[src/hdl/dru_pkg.sv]
// ----------------------------------------------------------------------------
// dru_pkg
// Shared types and constants of the detection row decoder: register codes,
// the configuration bundle, the box request passed from front to back.
// ----------------------------------------------------------------------------
package dru_pkg;

	localparam int MAX_CLASSES_DEF = 128;
	localparam int MAX_ROWS_DEF    = 32768;
	localparam int FIXED_FIELDS    = 5;
	localparam int QUEUE_DEPTH     = 2;

	localparam int VALUE_W    = 32;
	localparam int BOX_W      = 21;
	localparam int CLASS_W    = 7;
	localparam int ROW_W      = 15;
	localparam int CNT_W      = 8;
	localparam int THR_W      = 17;
	localparam int PAD_W      = 12;
	localparam int GAIN_W     = 24;
	localparam int DIFF_W     = 34;
	localparam int OP_W       = 18;
	localparam int PROD_W     = OP_W + GAIN_W + 1;
	localparam int CFG_IDX_W  = 3;
	localparam int CFG_DATA_W = 24;

	localparam logic [CNT_W-1:0]  CLASS_COUNT_RST = 8'd80;
	localparam logic [THR_W-1:0]  CONF_THR_RST    = 17'd29491;
	localparam logic [THR_W-1:0]  SCORE_THR_RST   = 17'd32768;
	localparam logic [PAD_W-1:0]  PAD_RST         = 12'd0;
	localparam logic [GAIN_W-1:0] INV_GAIN_RST    = 24'd65536;

	typedef enum logic [CFG_IDX_W-1:0] {
		REG_CLASS_COUNT = 3'd0,
		REG_CONF_THR    = 3'd1,
		REG_SCORE_THR   = 3'd2,
		REG_PAD_X       = 3'd3,
		REG_PAD_Y       = 3'd4,
		REG_INV_GAIN    = 3'd5
	} cfg_reg_t;

	typedef struct packed {
		logic [CNT_W-1:0]  class_count;
		logic [THR_W-1:0]  conf_thr;
		logic [THR_W-1:0]  score_thr;
		logic [PAD_W-1:0]  pad_x;
		logic [PAD_W-1:0]  pad_y;
		logic [GAIN_W-1:0] inv_gain;
	} cfg_t;

	typedef struct packed {
		logic [DIFF_W-1:0]  dx;
		logic [DIFF_W-1:0]  dy;
		logic [VALUE_W-1:0] w;
		logic [VALUE_W-1:0] h;
		logic [CLASS_W-1:0] cls;
		logic [VALUE_W-1:0] obj;
		logic [ROW_W-1:0]   row;
	} job_t;

	typedef struct packed {
		logic busy;
		logic last_step;
		logic pop;
	} bk_stat_t;

endpackage

[src/hdl/dru_queue.sv]
// ----------------------------------------------------------------------------
// dru_queue
// Small register queue of box requests between the front and the back.
// ----------------------------------------------------------------------------
module dru_queue import dru_pkg::*; #(
	parameter int Depth = QUEUE_DEPTH
) (
	input  logic clk,
	input  logic arst_n,
	input  logic push,
	input  job_t wjob,
	output logic full,
	input  logic pop,
	output logic empty,
	output job_t rjob
);
	localparam int PtrW = (Depth > 1) ? $clog2(Depth) : 1;
	localparam int CntW = $clog2(Depth + 1);

	job_t            mem_q [Depth];
	logic [PtrW-1:0] wr_ptr_q;
	logic [PtrW-1:0] rd_ptr_q;
	logic [CntW-1:0] count_q;

	assign full  = (count_q == CntW'(Depth));
	assign empty = (count_q == '0);
	assign rjob  = mem_q[rd_ptr_q];

	always_ff @(posedge clk or negedge arst_n) begin
		if (!arst_n) begin
			wr_ptr_q <= '0;
			rd_ptr_q <= '0;
			count_q  <= '0;
		end else begin
			if (push) begin
				wr_ptr_q <= (wr_ptr_q == PtrW'(Depth - 1)) ? '0 : wr_ptr_q + 1'b1;
			end
			if (pop) begin
				rd_ptr_q <= (rd_ptr_q == PtrW'(Depth - 1)) ? '0 : rd_ptr_q + 1'b1;
			end
			if (push && !pop) begin
				count_q <= count_q + 1'b1;
			end else if (pop && !push) begin
				count_q <= count_q - 1'b1;
			end
		end
	end

	always_ff @(posedge clk) begin
		if (push) begin
			mem_q[wr_ptr_q] <= wjob;
		end
	end

endmodule

[src/hdl/dru_front.sv]
// ----------------------------------------------------------------------------
// dru_front
// Takes tensor values, tracks the row position, holds the box fields and the
// running class argmax, and queues a box request for each row that passes.
// ----------------------------------------------------------------------------
module dru_front import dru_pkg::*; #(
	parameter int MaxClasses = MAX_CLASSES_DEF,
	parameter int MaxRows    = MAX_ROWS_DEF
) (
	input  logic                      clk,
	input  logic                      arst_n,
	input  cfg_t                      cfg,
	input  logic                      in_valid,
	output logic                      in_stall,
	input  logic signed [VALUE_W-1:0] value,
	input  logic                      tensor_start,
	input  logic                      q_full,
	output logic                      q_push,
	output job_t                      q_job
);
	localparam int PosW = $clog2(MaxClasses + FIXED_FIELDS);
	localparam int RowW = (MaxRows > 1) ? $clog2(MaxRows) : 1;

	logic [PosW-1:0]    pos_q;
	logic [RowW-1:0]    row_q;
	logic [VALUE_W-1:0] box_q [4];
	logic [VALUE_W-1:0] obj_q;
	logic [VALUE_W-1:0] best_q;
	logic [CLASS_W-1:0] cls_q;
	logic [DIFF_W-1:0]  dx_q;
	logic [DIFF_W-1:0]  dy_q;

	logic               accept;
	logic [CNT_W:0]     cc_ext;
	logic [CNT_W-1:0]   n_eff;
	logic [PosW-1:0]    last;
	logic [PosW-1:0]    pos;
	logic [RowW-1:0]    row;
	logic [RowW-1:0]    row_next;
	logic [RowW+14:0]   row_wide;
	logic [PosW+6:0]    pm5;
	logic               row_end;
	logic               v_gt;
	logic [VALUE_W-1:0] best_new;
	logic [CLASS_W-1:0] cls_new;
	logic               keep;

	assign accept   = in_valid && !q_full;
	assign in_stall = q_full;

	always_comb begin
		cc_ext = {1'b0, cfg.class_count};
		if (cfg.class_count == '0) begin
			n_eff = CNT_W'(1);
		end else if (cc_ext > (CNT_W+1)'(MaxClasses)) begin
			n_eff = CNT_W'(MaxClasses);
		end else begin
			n_eff = cfg.class_count;
		end
		last = PosW'(n_eff) + PosW'(FIXED_FIELDS - 1);
	end

	assign pos      = tensor_start ? '0 : pos_q;
	assign row      = tensor_start ? '0 : row_q;
	assign row_end  = (pos >= last);
	assign row_next = (row == RowW'(MaxRows - 1)) ? '0 : row + 1'b1;
	assign row_wide = (RowW+15)'(row);
	assign pm5      = (PosW+7)'(pos) - (PosW+7)'(FIXED_FIELDS);
	assign v_gt     = value > $signed(best_q);

	always_comb begin
		if (pos == PosW'(FIXED_FIELDS)) begin
			best_new = value;
			cls_new  = '0;
		end else if (v_gt) begin
			best_new = value;
			cls_new  = pm5[CLASS_W-1:0];
		end else begin
			best_new = best_q;
			cls_new  = cls_q;
		end
	end

	assign keep = ($signed({obj_q[VALUE_W-1], obj_q}) >= $signed({16'b0, cfg.conf_thr}))
		&& ($signed({best_new[VALUE_W-1], best_new}) > $signed({16'b0, cfg.score_thr}));

	assign q_push = accept && row_end && keep;

	always_comb begin
		q_job.dx  = dx_q;
		q_job.dy  = dy_q;
		q_job.w   = box_q[2];
		q_job.h   = box_q[3];
		q_job.cls = cls_new;
		q_job.obj = obj_q;
		q_job.row = row_wide[ROW_W-1:0];
	end

	always_ff @(posedge clk or negedge arst_n) begin
		if (!arst_n) begin
			pos_q <= '0;
			row_q <= '0;
		end else if (accept) begin
			if (row_end) begin
				pos_q <= '0;
				row_q <= row_next;
			end else begin
				pos_q <= pos + 1'b1;
				row_q <= row;
			end
		end
	end

	always_ff @(posedge clk) begin
		if (accept) begin
			if (pos < PosW'(4)) begin
				box_q[pos[1:0]] <= value;
			end else if (pos == PosW'(4)) begin
				obj_q <= value;
				dx_q  <= {box_q[0][VALUE_W-1], box_q[0], 1'b0}
					- {{2{box_q[2][VALUE_W-1]}}, box_q[2]};
				dy_q  <= {box_q[1][VALUE_W-1], box_q[1], 1'b0}
					- {{2{box_q[3][VALUE_W-1]}}, box_q[3]};
			end else begin
				best_q <= best_new;
				cls_q  <= cls_new;
			end
		end
	end

endmodule

[src/hdl/dru_back.sv]
// ----------------------------------------------------------------------------
// dru_back
// Turns a box request into image coordinates: corner and size terms, then one
// shared multiplier by the inverse gain over four steps, truncate, saturate.
// ----------------------------------------------------------------------------
module dru_back import dru_pkg::*; (
	input  logic                      clk,
	input  logic                      arst_n,
	input  cfg_t                      cfg,
	input  logic                      q_empty,
	input  job_t                      q_head,
	output bk_stat_t                  stat,
	output logic                      out_valid,
	input  logic                      out_stall,
	output logic signed [BOX_W-1:0]   box_left,
	output logic signed [BOX_W-1:0]   box_top,
	output logic signed [BOX_W-1:0]   box_width,
	output logic signed [BOX_W-1:0]   box_height,
	output logic [CLASS_W-1:0]        class_index,
	output logic signed [VALUE_W-1:0] objectness,
	output logic [ROW_W-1:0]          row_index
);
	localparam logic [2:0] LAST_STEP = 3'd4;

	function automatic logic [OP_W-1:0] corner_op(input logic [DIFF_W-1:0] d,
			input logic [PAD_W-1:0] pad);
		logic [DIFF_W-1:0] b;
		logic [16:0]       s;
		b = d + (d[DIFF_W-1] ? DIFF_W'(131071) : '0);
		s = b[DIFF_W-1:17];
		return {s[16], s} - {6'b0, pad};
	endfunction

	function automatic logic [OP_W-1:0] size_op(input logic [VALUE_W-1:0] w);
		logic [VALUE_W-1:0] b;
		logic [15:0]        s;
		b = w + (w[VALUE_W-1] ? VALUE_W'(65535) : '0);
		s = b[VALUE_W-1:16];
		return {{2{s[15]}}, s};
	endfunction

	function automatic logic [BOX_W-1:0] scale_sat(input logic signed [PROD_W-1:0] p);
		logic signed [PROD_W-1:0] b;
		logic signed [26:0]       q;
		b = p + (p[PROD_W-1] ? PROD_W'(65535) : '0);
		q = b[PROD_W-1:16];
		if (q > 27'sd1048575) begin
			return 21'h0FFFFF;
		end else if (q < -27'sd1048576) begin
			return 21'h100000;
		end else begin
			return q[BOX_W-1:0];
		end
	endfunction

	logic                     busy_q;
	logic [2:0]               step_q;
	logic signed [OP_W-1:0]   op_q [4];
	logic signed [PROD_W-1:0] prod_s1;
	logic [BOX_W-1:0]         res_q [3];
	logic [CLASS_W-1:0]       cls_q;
	logic [VALUE_W-1:0]       obj_q;
	logic [ROW_W-1:0]         row_q;
	logic                     out_valid_q;

	logic last_step;
	logic out_free;
	logic pop;
	logic finish;

	assign last_step = busy_q && (step_q == LAST_STEP);
	assign out_free  = !out_valid_q || !out_stall;
	assign finish    = last_step && out_free;
	assign pop       = !q_empty && (!busy_q || finish);

	assign stat.busy      = busy_q;
	assign stat.last_step = last_step;
	assign stat.pop       = pop;
	assign out_valid      = out_valid_q;

	always_ff @(posedge clk or negedge arst_n) begin
		if (!arst_n) begin
			busy_q      <= 1'b0;
			step_q      <= '0;
			out_valid_q <= 1'b0;
		end else begin
			if (pop) begin
				busy_q <= 1'b1;
				step_q <= '0;
			end else if (finish) begin
				busy_q <= 1'b0;
			end else if (busy_q && !last_step) begin
				step_q <= step_q + 1'b1;
			end
			if (finish) begin
				out_valid_q <= 1'b1;
			end else if (!out_stall) begin
				out_valid_q <= 1'b0;
			end
		end
	end

	always_ff @(posedge clk) begin
		if (pop) begin
			op_q[0] <= corner_op(q_head.dx, cfg.pad_x);
			op_q[1] <= corner_op(q_head.dy, cfg.pad_y);
			op_q[2] <= size_op(q_head.w);
			op_q[3] <= size_op(q_head.h);
			cls_q   <= q_head.cls;
			obj_q   <= q_head.obj;
			row_q   <= q_head.row;
		end
		if (busy_q && !last_step) begin
			prod_s1 <= op_q[step_q[1:0]] * $signed({1'b0, cfg.inv_gain});
			if (step_q != '0) begin
				res_q[step_q[1:0] - 2'd1] <= scale_sat(prod_s1);
			end
		end
		if (finish) begin
			box_left    <= res_q[0];
			box_top     <= res_q[1];
			box_width   <= res_q[2];
			box_height  <= scale_sat(prod_s1);
			class_index <= cls_q;
			objectness  <= obj_q;
			row_index   <= row_q;
		end
	end

endmodule

[src/hdl/detection_row_decode_unit.sv]
// ----------------------------------------------------------------------------
// detection_row_decode_unit
// Decodes detector output rows into boxes in image pixels.
// ----------------------------------------------------------------------------
// Input channel: one tensor value per request (in_valid / in_stall), rows of
// x, y, w, h, objectness and class_count class scores; tensor_start marks the
// first value of a tensor and restarts the row position and row number.
// Output channel: one box request per kept row (out_valid / out_stall).
// Configuration: cfg_wr_en writes cfg_data into register cfg_index; write only
// while no row is in flight.
// Throughput: one value per cycle. Each box occupies the shared gain
// multiplier of the back part for less time than a row takes to arrive, and
// every row is at least six values long, so the input only stalls when the
// output is held off. A two-entry request queue sits between front and back;
// when the receiver stalls, the output register holds the box, the queue
// fills and in_stall rises once it is full.
// Reset: registers return to their defaults, position and row number clear,
// the queue and the output empty. No clearing pass.
// ----------------------------------------------------------------------------
module detection_row_decode_unit import dru_pkg::*; #(
	parameter int MaxClasses = MAX_CLASSES_DEF,
	parameter int MaxRows    = MAX_ROWS_DEF
) (
	input  logic                      clk,
	input  logic                      arst_n,
	input  logic                      cfg_wr_en,
	input  logic [CFG_IDX_W-1:0]      cfg_index,
	input  logic [CFG_DATA_W-1:0]     cfg_data,
	input  logic                      in_valid,
	output logic                      in_stall,
	input  logic signed [VALUE_W-1:0] value,
	input  logic                      tensor_start,
	output logic                      out_valid,
	input  logic                      out_stall,
	output logic signed [BOX_W-1:0]   box_left,
	output logic signed [BOX_W-1:0]   box_top,
	output logic signed [BOX_W-1:0]   box_width,
	output logic signed [BOX_W-1:0]   box_height,
	output logic [CLASS_W-1:0]        class_index,
	output logic signed [VALUE_W-1:0] objectness,
	output logic [ROW_W-1:0]          row_index
);
	cfg_t     cfg_q;
	logic     q_push;
	logic     q_full;
	logic     q_empty;
	job_t     q_wjob;
	job_t     q_rjob;
	bk_stat_t bstat;

	always_ff @(posedge clk or negedge arst_n) begin
		if (!arst_n) begin
			cfg_q.class_count <= CLASS_COUNT_RST;
			cfg_q.conf_thr    <= CONF_THR_RST;
			cfg_q.score_thr   <= SCORE_THR_RST;
			cfg_q.pad_x       <= PAD_RST;
			cfg_q.pad_y       <= PAD_RST;
			cfg_q.inv_gain    <= INV_GAIN_RST;
		end else if (cfg_wr_en) begin
			unique case (cfg_index)
				REG_CLASS_COUNT: cfg_q.class_count <= cfg_data[CNT_W-1:0];
				REG_CONF_THR:    cfg_q.conf_thr    <= cfg_data[THR_W-1:0];
				REG_SCORE_THR:   cfg_q.score_thr   <= cfg_data[THR_W-1:0];
				REG_PAD_X:       cfg_q.pad_x       <= cfg_data[PAD_W-1:0];
				REG_PAD_Y:       cfg_q.pad_y       <= cfg_data[PAD_W-1:0];
				REG_INV_GAIN:    cfg_q.inv_gain    <= cfg_data[GAIN_W-1:0];
				default: begin
				end
			endcase
		end
	end

	dru_front #(
		.MaxClasses (MaxClasses),
		.MaxRows    (MaxRows)
	) u_front (
		.clk          (clk),
		.arst_n       (arst_n),
		.cfg          (cfg_q),
		.in_valid     (in_valid),
		.in_stall     (in_stall),
		.value        (value),
		.tensor_start (tensor_start),
		.q_full       (q_full),
		.q_push       (q_push),
		.q_job        (q_wjob)
	);

	dru_queue #(
		.Depth (QUEUE_DEPTH)
	) u_queue (
		.clk    (clk),
		.arst_n (arst_n),
		.push   (q_push),
		.wjob   (q_wjob),
		.full   (q_full),
		.pop    (bstat.pop),
		.empty  (q_empty),
		.rjob   (q_rjob)
	);

	dru_back u_back (
		.clk         (clk),
		.arst_n      (arst_n),
		.cfg         (cfg_q),
		.q_empty     (q_empty),
		.q_head      (q_rjob),
		.stat        (bstat),
		.out_valid   (out_valid),
		.out_stall   (out_stall),
		.box_left    (box_left),
		.box_top     (box_top),
		.box_width   (box_width),
		.box_height  (box_height),
		.class_index (class_index),
		.objectness  (objectness),
		.row_index   (row_index)
	);

	a_no_push_full: assert property (@(posedge clk) disable iff (!arst_n)
		!(q_push && q_full))
		else $error("box request pushed into a full queue");

	a_no_pop_empty: assert property (@(posedge clk) disable iff (!arst_n)
		bstat.pop |-> !q_empty)
		else $error("box request taken from an empty queue");

	a_pop_when_free: assert property (@(posedge clk) disable iff (!arst_n)
		bstat.pop |-> (!bstat.busy || bstat.last_step))
		else $error("box request taken while the back is occupied");

	a_out_from_last: assert property (@(posedge clk) disable iff (!arst_n)
		$rose(out_valid) |-> $past(bstat.last_step))
		else $error("box presented without a finished scaling pass");

endmodule
[config.mk]
export PLATFORM = sky130hd
export DESIGN_NAME = detection_row_decode_unit
export DESIGN_NICKNAME = d
export VERILOG_FILES = /design/src/hdl/dru_pkg.sv /design/src/hdl/dru_queue.sv /design/src/hdl/dru_front.sv /design/src/hdl/dru_back.sv /design/src/hdl/detection_row_decode_unit.sv
export SDC_FILE = /design/constraint.sdc
export NUM_CORES = 2
export LEC_CHECK = 0
export BUFFER_PORTS_ARGS = -buffer_cell sky130_fd_sc_hd__buf_4
export CORE_MARGIN = 8
export CORE_UTILIZATION = 55
export CTS_CLUSTER_SIZE = 16
export DETAILED_ROUTE_END_ITERATION = 10
export GPL_TIMING_DRIVEN = 0
export PLACE_DENSITY = 0.72
export SLEW_MARGIN = 25
export SYNTH_ARGS = -nofsm -noshare
export SYNTH_HDL_FRONTEND = slang
export SYNTH_HIERARCHICAL = 1
export SYNTH_SLANG_ARGS = --single-unit
[constraint.sdc]
create_clock -name clk -period 17.4 [get_ports clk]
set_input_delay 0.87 -clock clk [delete_from_list [all_inputs] [get_ports clk]]
set_output_delay 0.87 -clock clk [all_outputs]
set_load 0.01 [all_outputs]
# Yosys cells after proc, flatten, opt, wreduce, memory -nomap -nowiden
# Memories as Yosys holds them, arrays and structs flattened. A register that Yosys moved wholly into a read port is not among the register bits.
# Cells that the tools add are included.
[word_totals] elab_cells=150 mem_bits_rw=635 inputBits=65 ff_bits=433 output_inout_bits=140 mem_count=4
[mem_list] name="u_queue.mem_q" depth=2 width=186 read_ports=1 rd_clocked_by_memory_dff=0 wr=1 line="dru_queue.sv:20" rtl="job_t mem_q [Depth];"
[mem_list] name="u_front.box_q" depth=4 width=32 read_ports=4 rd_clocked_by_memory_dff=0 wr=1 line="dru_front.sv:26" rtl="logic [VALUE_W-1:0] box_q [4];"
[mem_list] name="u_back.op_q" depth=4 width=18 read_ports=1 rd_clocked_by_memory_dff=0 wr=4 line="dru_back.sv:58" rtl="logic signed [OP_W-1:0] op_q [4];"
[mem_list] name="u_back.res_q" depth=3 width=21 read_ports=3 rd_clocked_by_memory_dff=3 wr=1 line="dru_back.sv:60" rtl="logic [BOX_W-1:0] res_q [3];"
[op_classes] eq_ne=12 mul=1 order_cmp=8 n_addsub=19 muxes=41 reduce_logical=36 n_bitwise=2
[ops] cell="21-bit 2-to-1 mux" n=4
[ops] cell="34-bit by 17-bit adder with 34-bit output" n=2
[ops] cell="33-bit by 32-bit subtractor with 34-bit output" n=2
[ops] cell="32-bit adder" n=2
[ops] cell="32-bit 2-to-1 mux" n=2
[ops] cell="16-bit 2-to-1 mux" n=3
[ops] cell="15-bit 2-to-1 mux" n=3
[ops] cell="43-bit adder" n=1
[ops] cell="18-bit by 25-bit multiplier with 43-bit output" n=1
[ops] cell="17-bit by 13-bit subtractor with 18-bit output" n=2
[ops] cell="17-bit 2-to-1 mux" n=2
[ops] cell="32-bit by 18-bit >= comparator with 1-bit output" n=1
[ops] cell="32-bit by 18-bit > comparator with 1-bit output" n=1
[ops] cell="32-bit > comparator" n=1
[ops] cell="8-bit 2-to-1 mux" n=4
[ops] cell="27-bit by 21-bit > comparator with 1-bit output (second input constant)" n=1
[ops] cell="27-bit by 21-bit less-than comparator with 1-bit output (second input constant)" n=1
[ops] cell="8-bit by 3-bit equality test with 1-bit output (second input constant)" n=2
[ops] cell="1-bit 2-to-1 mux" n=16
[ops] cell="15-bit by 1-bit adder with 15-bit output (second input constant)" n=1
[ops] cell="15-bit equality test (second input constant)" n=1
[ops] cell="7-bit 2-to-1 mux" n=2
[ops] cell="2-bit AND reduction" n=7
[ops] cell="1-bit logical AND" n=10
[ops] cell="other kinds (27)" n=47

# Logic depth before layout (Yosys ltp)
[logic_depth] depth_word=11 mapped_depth=29 depth_no_buf=25

# Hierarchy
# The synthesis kept the hierarchy.
[by_module_without_submodules] module="dru_back" cells_each=2695 n_inst=1 seq_area_each_um2=11115.7 area_each_um2=30326.6
[by_module_without_submodules] module="dru_front" cells_each=1319 n_inst=1 seq_area_each_um2=8593.2 area_each_um2=15775.1
[by_module_without_submodules] module="dru_queue" cells_each=595 n_inst=1 seq_area_each_um2=11270.8 area_each_um2=14144.8
[by_module_without_submodules] module="detection_row_decode_unit" cells_each=194 n_inst=1 seq_area_each_um2=2268.4 area_each_um2=3530.9

# Worst setup path after synthesis
# Ideal clock, no wire load.
[synth_path] path_kind="in2reg" start="in value[31]" end="mem u_queue/mem_q[0][0] in the netlist's numbering (enable)" path_buffers=1 cell_stages=21 path_slack_ps=3739 required_ps=16643 arrival_time_ps=12904 cell_sequence="ha_1 -> a21oi_1 -> o21ai_1 -> a2111oi_4 -> o221ai_2 -> a21boi_2 -> xor2_2 -> a21oi_4 -> buf_6 -> mux2_4 -> ha_1 -> nand4_1 -> nor2_1 -> nand3_1 -> a221oi_1 -> o31a_1 -> o32ai_1 -> a41oi_1 -> mux2i_1 -> a311oi_1 -> nor2b_1"
[synth_between] elab_chain_len=8
[synth_rtl] item="start, declared" line="detection_row_decode_unit.sv:31" rtl="input logic signed [VALUE_W-1:0] value,"
[synth_rtl] item="32-bit > comparator" line="dru_front.sv:69" rtl="assign v_gt = value > $signed(best_q);"
[synth_rtl] item="32-bit 2-to-1 mux" line="dru_front.sv:75" rtl="end else if (v_gt) begin"
[synth_rtl] item="32-bit 2-to-1 mux" line="dru_front.sv:72" rtl="if (pos == PosW'(FIXED_FIELDS)) begin"
[synth_rtl] item="named net u_front.best_new[11]" line="dru_front.sv:44" rtl="logic [VALUE_W-1:0] best_new;"
[synth_rtl] item="32-bit by 18-bit > comparator with 1-bit output" line="dru_front.sv:85" rtl="&& ($signed({best_new[VALUE_W-1], best_new}) > $signed({16'b0, cfg.score_thr}));"
[synth_rtl] item="1-bit logical AND" line="dru_front.sv:85"
[synth_rtl] item="1-bit logical AND" line="dru_front.sv:87" rtl="assign q_push = accept && row_end && keep;"
[synth_rtl] item="named net q_push" line="detection_row_decode_unit.sv:44" rtl="logic q_push;"
[synth_rtl] item="1-bit 2-to-1 mux" line="dru_queue.sv:50" rtl="if (push) begin"
[synth_rtl] item="1-bit 2-to-1 mux (implied by the code)" line="dru_queue.sv:51" rtl="mem_q[wr_ptr_q] <= wjob;"
[synth_rtl] item="end, declared" line="dru_queue.sv:20"
# The timed path passes the listed nets, and every way through them passes these cells.

# Worst setup path after layout
[layout_path] start="reg u_back.step_q[0]" end="reg u_back.prod_s1[40], data pin"
[layout_between] elab_chain_len=2
[layout_rtl] item="start, declared" line="dru_back.sv:57" rtl="logic [2:0] step_q;"
[layout_rtl] item="start signal, assigned" line="dru_back.sv:93" rtl="step_q <= step_q + 1'b1;"
[layout_rtl] item="memory read 4 x 18 bit"
[layout_rtl] item="18-bit by 25-bit multiplier with 43-bit output" line="dru_back.sv:114" rtl="prod_s1 <= op_q[step_q[1:0]] * $signed({1'b0, cfg.inv_gain});"
[layout_rtl] item="end signal, assigned" line="dru_back.sv:114"
[layout_rtl] item="end, declared" line="dru_back.sv:59" rtl="logic signed [PROD_W-1:0] prod_s1;"
# Every way passes these cells.
# A chain may end at the register's enable or synchronous reset.

==> out/metrics.yaml <==
grt_pass1_vias: 39737
crit_path_end_kind: "register"
syn-num-nets: 5618
cts_resized: 0
drt_iter0_drc: 2925
cts.sinks: 1127
hold_viol_final: 0
antenna_left: 0
dpl-instance-area_sq_um: 68200
dp.cells: 6564
vias_per_cell: 5.63
timing.final.setup_violations: 0
syn_avg_cell_area_sq_um: 13.3
cts_tree: "yes"
crit_buf_inv: 6
worstPathRequired_ps: 17860
cts_root_buf: "clkbuf_16"
die_y_um: 356
cts_setup_buffers: 0
hold_ws_ps: 53.2
syn_inst: 4801
drc_errors: 0
gp_congestion: 0.940
die-area_sq_um: 127000
cp_slowest_cell: "dfrtp_1"
clk-insertion-delay-late_ps: 730
die_x_um: 356
slowest_delay_ps: 630
skew_ps: 80.2
path_delay_family: "adder cells"
worst_slew_pin_slew_ps: 913
status: "complete, no violations"
rsz0062_at_grt: "no"
coreArea_sq_um: 116000
antenna_found_initial: 8
grt_use_total_pct: 24.1
cts.htree.levels: 3
cts_hold_buf: 0
critPathLaunchType: "register"
holdCritPathClass: "in2async"
num_rows: 125
yosysWarnings: 6
fmax_mhz: 108
drtPass1Iterations: 5
fin_crit_ps: 9260
grt_start_max_net_pins: 88
worstPathArrival_ps: 9720
period_share_pct: 53.2
overflow: 0
max_slew_margin_pct: 38.8
critPathMaxFanout: 10
io_pins: 205
wl_per_cell_um: 22.6
fin_area_sq_um: 71800
vias: 38164
grt_pass1_wl_mm: 234
start_util_pct: 55.2
synth_area_sq_um: 63800
finalNonFillerCells: 6777
clk_pin_slew_ps: 80
cts_buffer_depth: 3
timing.final.max_slew_violations: 0
dp_hpwl_mm: 117
nets: 5971
crit_top_cell: "fa_1"
area.growth.synth_to_final_pct: 12.7
io_buffers: 204
layout-drive-gt1-share_pct: 16.3
crit_type: "reg2reg"
detail_route.wirelength_mm: 153
maxCapViolCount: 0
numCtsBuffers: 112
[stage by stage]
step | TNS, ps | util, % | worst slack (ps)
finish | 0 | 62.2 | 8140
global route | 0 | 62.1 | 7660
CTS | 0 | 62.1 | 7760
detailed placement | 0 | 59.0 | 7750
global placement | -492950 | 58.1 | -2680
floorplan | 0 | - | 3740
[worst register-to-register path: cells and delay by family, from the launching register on]
kind	cells	cell delay (ps)
AOI/OAI and AO/OA	8	2110
xor gates and xnor gates	1	140
adders and majority gates	7	3730
buffers and inverters	6	1770
DFF	1	630
and+or+nand+nor	4	710
[cell usage in the layout (no fill, tap or decap), types with 21 or more instances in the layout]
| master | count |
|---|---|
| a21oi_1 | 167 |
| buf_16 | 24 |
| a21o_1 | 70 |
| and2_1 | 181 |
| nand2_1 | 366 |
| xor2_1 | 61 |
| nand4_1 | 45 |
| clkbuf_16 | 113 |
| xnor2_1 | 145 |
| and3_1 | 24 |
| mux2_2 | 128 |
| inv_1 | 655 |
| edfxtp_1 | 1005 |
| or2_2 | 23 |
| dfrtp_1 | 109 |
| clkinv_2 | 21 |
| buf_4 | 205 |
| buf_6 | 23 |
| fa_1 | 356 |
| nand3_1 | 66 |
| o21ai_1 | 35 |
| nor2_1 | 154 |
| clkinv_1 | 25 |
| nor2b_1 | 51 |
| clkbuf_1 | 96 |
| nor3_1 | 36 |
| mux2_4 | 179 |
| o21a_1 | 26 |
| nand2b_1 | 21 |
| o21ai_0 | 83 |
| ha_1 | 396 |
[worst paths after layout]
check | from | end | slack [ps] | cells after the start
worst min register to register | u_back/res_q[0][14] | u_back/box_left[14] | 380 | 0
worst min-delay path | arst_n | cfg_q[20] | 50 | 1
max in group asynchronous | arst_n | cfg_q[16] | 16460 | 2
worst max register to register | u_back/step_q[0] | u_back/prod_s1[40] | 8140 | 26
min in group clk | cfg_data[17] | cfg_q[17] | 370 | 2
worst max-delay path | u_back/step_q[0] | u_back/prod_s1[40] | 8140 | 26
[sequential cells by signal (all words and copies together), names as in the netlist, 34 cells and up]
register and count:
u_front/box_q 128, u_back/res_q 63, u_back/prod_s1 43, u_front/dx_q 34, cfg_q 90, u_front/dy_q 34
u_queue/mem_q 372, u_back/op_q 68
[routing by layer]
metal / global-route usage [%] / wire length, um / up-vias
li1: - / - / 17397
met1: 29.9 / 60400 / 19206
met2: 41.5 / 75500 / 1240
met3: 4.84 / 10100 / 313
met4: 9.88 / 7270 / 8
met5: 0 / 31 / -
[layout make-up]
class | count | area, sq um
antenna | 5 | 12.5
buffer | 130 | 724
clock buffer | 136 | 2930
clock inverter | 72 | 731
fill | 8731 | 43700
inverter | 658 | 2480
multi-input combinational | 2886 | 27400
sequential | 1127 | 33200
tap | 1524 | 1910
timing repair buffer | 239 | 2400
Power is left out: the tool's default activity adds up to more than one toggle a clock period on the data nets, which glitch-free logic cannot reach.
